File: src/rtl/retro_bus_io_register_map_macros.svh
// ---------------------------------------------------------------------------
// Assertion macros for the retro bus register map
// Concurrent checks clocked on clk and disabled while rst_n is low.
// ---------------------------------------------------------------------------
`ifndef RETRO_BUS_IO_REGISTER_MAP_MACROS_SVH
`define RETRO_BUS_IO_REGISTER_MAP_MACROS_SVH

`ifndef ASSERT_OFF

// antecedent holds -> consequent holds in the same cycle
`define RBIO_ASSERT_IMP(lbl, ante, cons, msg) \
    lbl: assert property (@(posedge clk) disable iff (!rst_n) (ante) |-> (cons)) \
        else $error(msg);

// antecedent holds -> consequent holds in the next cycle
`define RBIO_ASSERT_NXT(lbl, ante, cons, msg) \
    lbl: assert property (@(posedge clk) disable iff (!rst_n) (ante) |=> (cons)) \
        else $error(msg);

`else

`define RBIO_ASSERT_IMP(lbl, ante, cons, msg)
`define RBIO_ASSERT_NXT(lbl, ante, cons, msg)

`endif

`endif

File: src/rtl/rbio_pkg.sv
// ---------------------------------------------------------------------------
// rbio_pkg
// Shared types, action codes and register addresses of the bus register map.
// ---------------------------------------------------------------------------
package rbio_pkg;

    // access codes
    localparam logic [1:0] ACT_READ_BYTE = 2'd0;
    localparam logic [1:0] ACT_READ_WORD = 2'd1;
    localparam logic [1:0] ACT_WRITE     = 2'd2;

    // memory-mapped registers (octal bus addresses)
    localparam logic [15:0] ADDR_KBD_STAT   = 16'o177660;
    localparam logic [15:0] ADDR_KBD_STAT_H = 16'o177661;
    localparam logic [15:0] ADDR_KBD_DATA   = 16'o177662;
    localparam logic [15:0] ADDR_SCROLL_LO  = 16'o177664;
    localparam logic [15:0] ADDR_SCROLL_HI  = 16'o177665;
    localparam logic [15:0] ADDR_TMR_RELOAD = 16'o177706;
    localparam logic [15:0] ADDR_TMR_COUNT  = 16'o177710;
    localparam logic [15:0] ADDR_TMR_CTL_LO = 16'o177712;
    localparam logic [15:0] ADDR_TMR_CTL_HI = 16'o177713;
    localparam logic [15:0] ADDR_PAR_LO     = 16'o177714;
    localparam logic [15:0] ADDR_PAR_HI     = 16'o177715;
    localparam logic [15:0] ADDR_SYS_LO     = 16'o177716;
    localparam logic [15:0] ADDR_SYS_HI     = 16'o177717;

    // read-only windows
    localparam logic [15:0] ROM0_LO = 16'o100000;
    localparam logic [15:0] ROM0_HI = 16'o176560;
    localparam logic [15:0] ROM1_LO = 16'o176570;
    localparam logic [15:0] ROM1_HI = 16'o177660;
    localparam logic [15:0] ROM2_LO = 16'o177665;
    localparam logic [15:0] ROM2_HI = 16'o177706;
    localparam logic [15:0] ROM3_LO = 16'o177717;

    // controller -> datapath commands
    typedef struct packed {
        logic capture;     // latch the input word
        logic clear_step;  // zero one memory row
        logic fetch;       // read both memory ports
        logic exec;        // main access / first write
        logic exec2;       // second write of a timer control access
        logic finish;      // result strobe next cycle
    } rbio_cmd_t;

    // datapath -> controller status
    typedef struct packed {
        logic clear_last;  // last row of the clearing pass
        logic two_writes;  // access needs a second write cycle
    } rbio_stat_t;

endpackage

File: src/rtl/rbio_ctrl.sv
// ---------------------------------------------------------------------------
// rbio_ctrl
// Sequencer: clearing pass after reset, then fetch / execute per access.
// ---------------------------------------------------------------------------
module rbio_ctrl
    import rbio_pkg::*;
(
    input  logic       clk,
    input  logic       rst_n,
    input  logic       start,
    output logic       busy,
    input  rbio_stat_t stat,
    output rbio_cmd_t  cmd
);

    localparam logic [2:0] ST_CLEAR = 3'd0;
    localparam logic [2:0] ST_IDLE  = 3'd1;
    localparam logic [2:0] ST_FETCH = 3'd2;
    localparam logic [2:0] ST_EXEC  = 3'd3;
    localparam logic [2:0] ST_EXEC2 = 3'd4;

    logic [2:0] state_reg;
    logic [2:0] state_next;

    // state register
    always_ff @(posedge clk or negedge rst_n)
    begin
        if (!rst_n)
        begin
            state_reg <= ST_CLEAR;
        end
        else
        begin
            state_reg <= state_next;
        end
    end

    // next state and commands
    always_comb
    begin
        state_next = state_reg;
        cmd        = '0;
        unique case (state_reg)
            ST_CLEAR:
            begin
                cmd.clear_step = 1'b1;
                if (stat.clear_last)
                begin
                    state_next = ST_IDLE;
                end
            end
            ST_IDLE:
            begin
                if (start)
                begin
                    cmd.capture = 1'b1;
                    state_next  = ST_FETCH;
                end
            end
            ST_FETCH:
            begin
                cmd.fetch  = 1'b1;
                state_next = ST_EXEC;
            end
            ST_EXEC:
            begin
                cmd.exec = 1'b1;
                if (stat.two_writes)
                begin
                    state_next = ST_EXEC2;
                end
                else
                begin
                    cmd.finish = 1'b1;
                    state_next = ST_IDLE;
                end
            end
            ST_EXEC2:
            begin
                cmd.exec2  = 1'b1;
                cmd.finish = 1'b1;
                state_next = ST_IDLE;
            end
            default:
            begin
                state_next = ST_CLEAR;
            end
        endcase
    end

    assign busy = (state_reg != ST_IDLE);

endmodule

File: config.mk
export PLATFORM = sky130hd
export DESIGN_NAME = rbio_ctrl
export DESIGN_NICKNAME = d
export VERILOG_FILES = /design/src/rtl/retro_bus_io_register_map_macros.svh /design/src/rtl/rbio_pkg.sv /design/src/rtl/rbio_ctrl.sv
export SDC_FILE = /design/constraint.sdc
export NUM_CORES = 1
export LEC_CHECK = 0
export BUFFER_PORTS_ARGS = -buffer_cell sky130_fd_sc_hd__clkbuf_2
export CAP_MARGIN = 20
export CORE_AREA = 2 2 39 41
export DETAILED_ROUTE_END_ITERATION = 16
export DIE_AREA = 0 0 41 43
export PLACE_DENSITY_LB_ADDON = 0.12
export SLEW_MARGIN = 20
export SYNTH_ARGS = -nofsm -noshare
export SYNTH_HDL_FRONTEND = slang
export SYNTH_SLANG_ARGS = --single-unit
File: constraint.sdc
create_clock -name clk -period 1.25 [get_ports clk]
set_input_delay 0.125 -clock clk [delete_from_list [all_inputs] [get_ports clk]]
set_output_delay 0.125 -clock clk [all_outputs]
set_load 0.02 [all_outputs]
# Yosys cells after proc, flatten, opt, wreduce, memory -nomap -nowiden
# Cells that the tools add are included.
# op_classes
n_mux	12
n_eq_ne	7
reduce_logical	2
# op_table
operator	n
case mux 3 bit (5 select lines)	1
two-way mux 3 bit	3
two-way mux 1 bit	7
== test 3 x 2 -> 1 bit, second input constant	2
!= test 2 bit, second input constant	2
== test 3 x 1 -> 1 bit, second input constant	1
== test 3 bit, second input constant	1
zero test 3 bit	1
!= test 3 x 1 -> 1 bit, second input constant	1
case mux 1 bit (2 select lines)	1
AND reduction 2 bit	1
# totals
register_bits	3
output_inout_bits	7

# Depth between registers and ports, before layout
# depth
word_depth	3
mapped_depth	4
ltp_nobuf	3

# Worst setup path after synthesis
# OpenSTA, ideal clock, no wires.
# synth_path
kind	register to output
start	reg state_reg[0]
end	out cmd[0] (netlist name)
arrival_ps	1323
n_path_buf	1
setup_slack_ps	-198
stages_incl_launch_ff	4
path_cell_list	dfrtp_1 > buf_6 > nor3b_1 > a21o_1
# synth_rtl
element	line	text
start, declared	rbio_ctrl.sv:22	logic [2:0] state_reg;
start signal, assigned	rbio_ctrl.sv:34	state_reg <= state_next;
end, declared	rbio_ctrl.sv:13	output rbio_cmd_t cmd

==> results.cfg <==
[outcome]
status = finished, violations left
violations = setup timing

[global_route]
grt_use_total = 0.08032
grt_max_degree = 9
grt_overflow = 0
antenna_found_initial = 0
grt_pass1_vias = 234
grt_pass1_wl_um = 869

[setup_path]
worstPathMaxFanout = 5
path_class = reg2out
cp_data_required_time_ns = 1.12
worstPathArrival_ns = 1.15
start_kind = register
end_kind = primary output

[clock_tree]
cts_sinks = 3
cts_buffer_depth = 2
tritoncts = built
root_buffer = clkbuf_4
htree_levels = 1
numCtsBuffers = 3
clock_latency_ns = 0.24
clk_pin_slew_ns = 0.04

[finish]
fin_cells = 57
layout-drive-gt1-share = 0.6341
final_nets = 47
area_growth_pct = 74.23
mostFrequentLayoutCells = 5 x clkbuf_2, 4 x clkbuf_4, 3 x inv_1, 3 x buf_4, 3 x dfrtp_2
finalInstanceArea_um2 = 355.3
diodes = 0
final_common_cell = clkbuf_2
largest_reg_flops = 3

[sta]
slew_viol_final = 0
slew_headroom = 0.8754
fin_worst_skew_ns = 0.0006592
fmax_mhz = 783.2
hold_viol = 0
worst_hold_slack_ns = 0.1174
setup_viol = 4
rsz0062_at_grt = true
period_needed_ns = 1.277
final.period_utilization = 1.021
max_slew.worst_pin.slew_ns = 0.1860
worst_slack_ns = -0.02680

[logic_synthesis]
netlist.area_leader.share = 0.3681
ys_ff_latch = 3
synth-warning-count = 0
synthesis.nets = 30
syn_inst = 25
synthesis.area_um2 = 203.9
synth_cell_type_count = 15
yosysSeqAreaShare = 0.3681
synthTopCellsByArea = dfrtp_1 37%, a21o_1 7.4%, a221oi_2 7.4%, nor2_1 7.4%, buf_6 5.5%
syn-mean-instance-area_um2 = 8.158
synth_top_area_cell = dfrtp_1

[job]
drv_cap = 0

[route]
vias = 226
drcViolationCount = 0
wl_per_cell_um = 9.211
ant_nets = 0
drt-total-wl_um = 525
avgViaCountPerCell = 3.965
drtIter0Drc = 4
dr.pass1.iters = 2

[power]
power.static_leakage_uw = 0.0001836
powerDensity_nw_per_um2 = 2469
finalPower_uw = 877.4
vdd_drop_max_mv = 1.054

[placement]
place_area_um2 = 272.8
io_buffers = 11
dp_cells = 50
place_worst_setup_slack_ns = 0.1039
gp_congestion = 0.7203
dp_hpwl_um = 382.3

[die]
die_w_um = 41
ios = 12
initial_core_util = 0.1474
die_area_um2 = 1763
coreArea_um2 = 1384
std_cell_rows = 14
die_y_um = 43

[min_path]
hp-class = in2reg
==> synth_stat cells <==
cell      n
nand3b_1  1
nor2_1    4
nand2b_1  1
dfrtp_1   3
a221oi_2  1
nand3_1   1
inv_2     1
inv_1     3
nor3b_1   1
a21o_1    2
buf_4     1
nor3_1    2
a21oi_1   2
nand2_1   1
buf_6     1
==> critical path, cell delays in order, from the launching register on <==
cell and delay (ns):
dfrtp_2 0.44, nor3b_2 0.22, a21o_1 0.11, clkbuf_8 0.14
==> report_power, final <==
part | total, µW | leakage, µW | internal (µW) | switching, µW
Combinational | 484 | 0.000135 | 224 | 260
Sequential | 220 | 0.0000338 | 142 | 77.2
Clock | 174 | 0.0000150 | 120 | 54.3
==> path summary, 6_finish.rpt <==
path | cells after the start | end | slack [ns] | startpoint
max reg2reg | 3 | state_reg[0]$_DFFE_PN0P_ | 0.18 | state_reg[2]$_DFFE_PN0P_
max | 3 | cmd[0] | -0.03 | state_reg[1]$_DFFE_PN0P_
min reg2reg | 1 | state_reg[2]$_DFFE_PN0P_ | 0.51 | state_reg[2]$_DFFE_PN0P_
max in group asynchronous | 2 | state_reg[0]$_DFFE_PN0P_ | 0.92 | rst_n
min in group asynchronous | 2 | state_reg[2]$_DFFE_PN0P_ | 0.21 | rst_n
min | 3 | state_reg[0]$_DFFE_PN0P_ | 0.12 | stat[1]
==> cell families after synthesis <==
| group | after synthesis | share of synthesized area |
|---|---|---|
| and+or+nand+nor | 11 | 0.2699 |
| buffers and inverters | 6 | 0.1656 |
| AOI/OAI and AO/OA | 5 | 0.1963 |
| DFF | 3 | 0.3681 |
==> what timing repair did <==
action,4_1_cts,5_1_grt
resized for setup,10,4
setup endpoints to repair,7,6
buffers inserted,2,0
hold buffers,1,0
hold endpoints to repair,3,0
gates cloned,0,0
pin swaps,1,0
==> area by class of cell <==
cell class / instances / area, µm²
fillers: 155 / 1028
flip-flops and latches: 3 / 78.83
repair buffers: 14 / 102.6
well taps: 16 / 20.02
inverters: 4 / 15.01
clock buffers: 4 / 26.28
multi-input cells: 16 / 112.6
==> metrics by stage <==
| step | TNS [ns] | util |
|---|---|---|
| CTS | -0.1492 | 0.2550 |
| detailed placement | 0 | 0.1971 |
| global route | -0.3267 | 0.2568 |
| global placement | 0 | 0.1971 |
| floorplan | 0 | - |
| finish | -0.05690 | 0.2568 |
==> metal layers <==
layer	track usage	share of wire	vias up
met4	0.1200	0.019	0
li1	-	-	113
met5	0	0	-
met2	0.1031	0.54	7
met3	0.01571	0.040	2
met1	0.08360	0.40	104
Note: power is estimated with default switching activity, not from simulation.
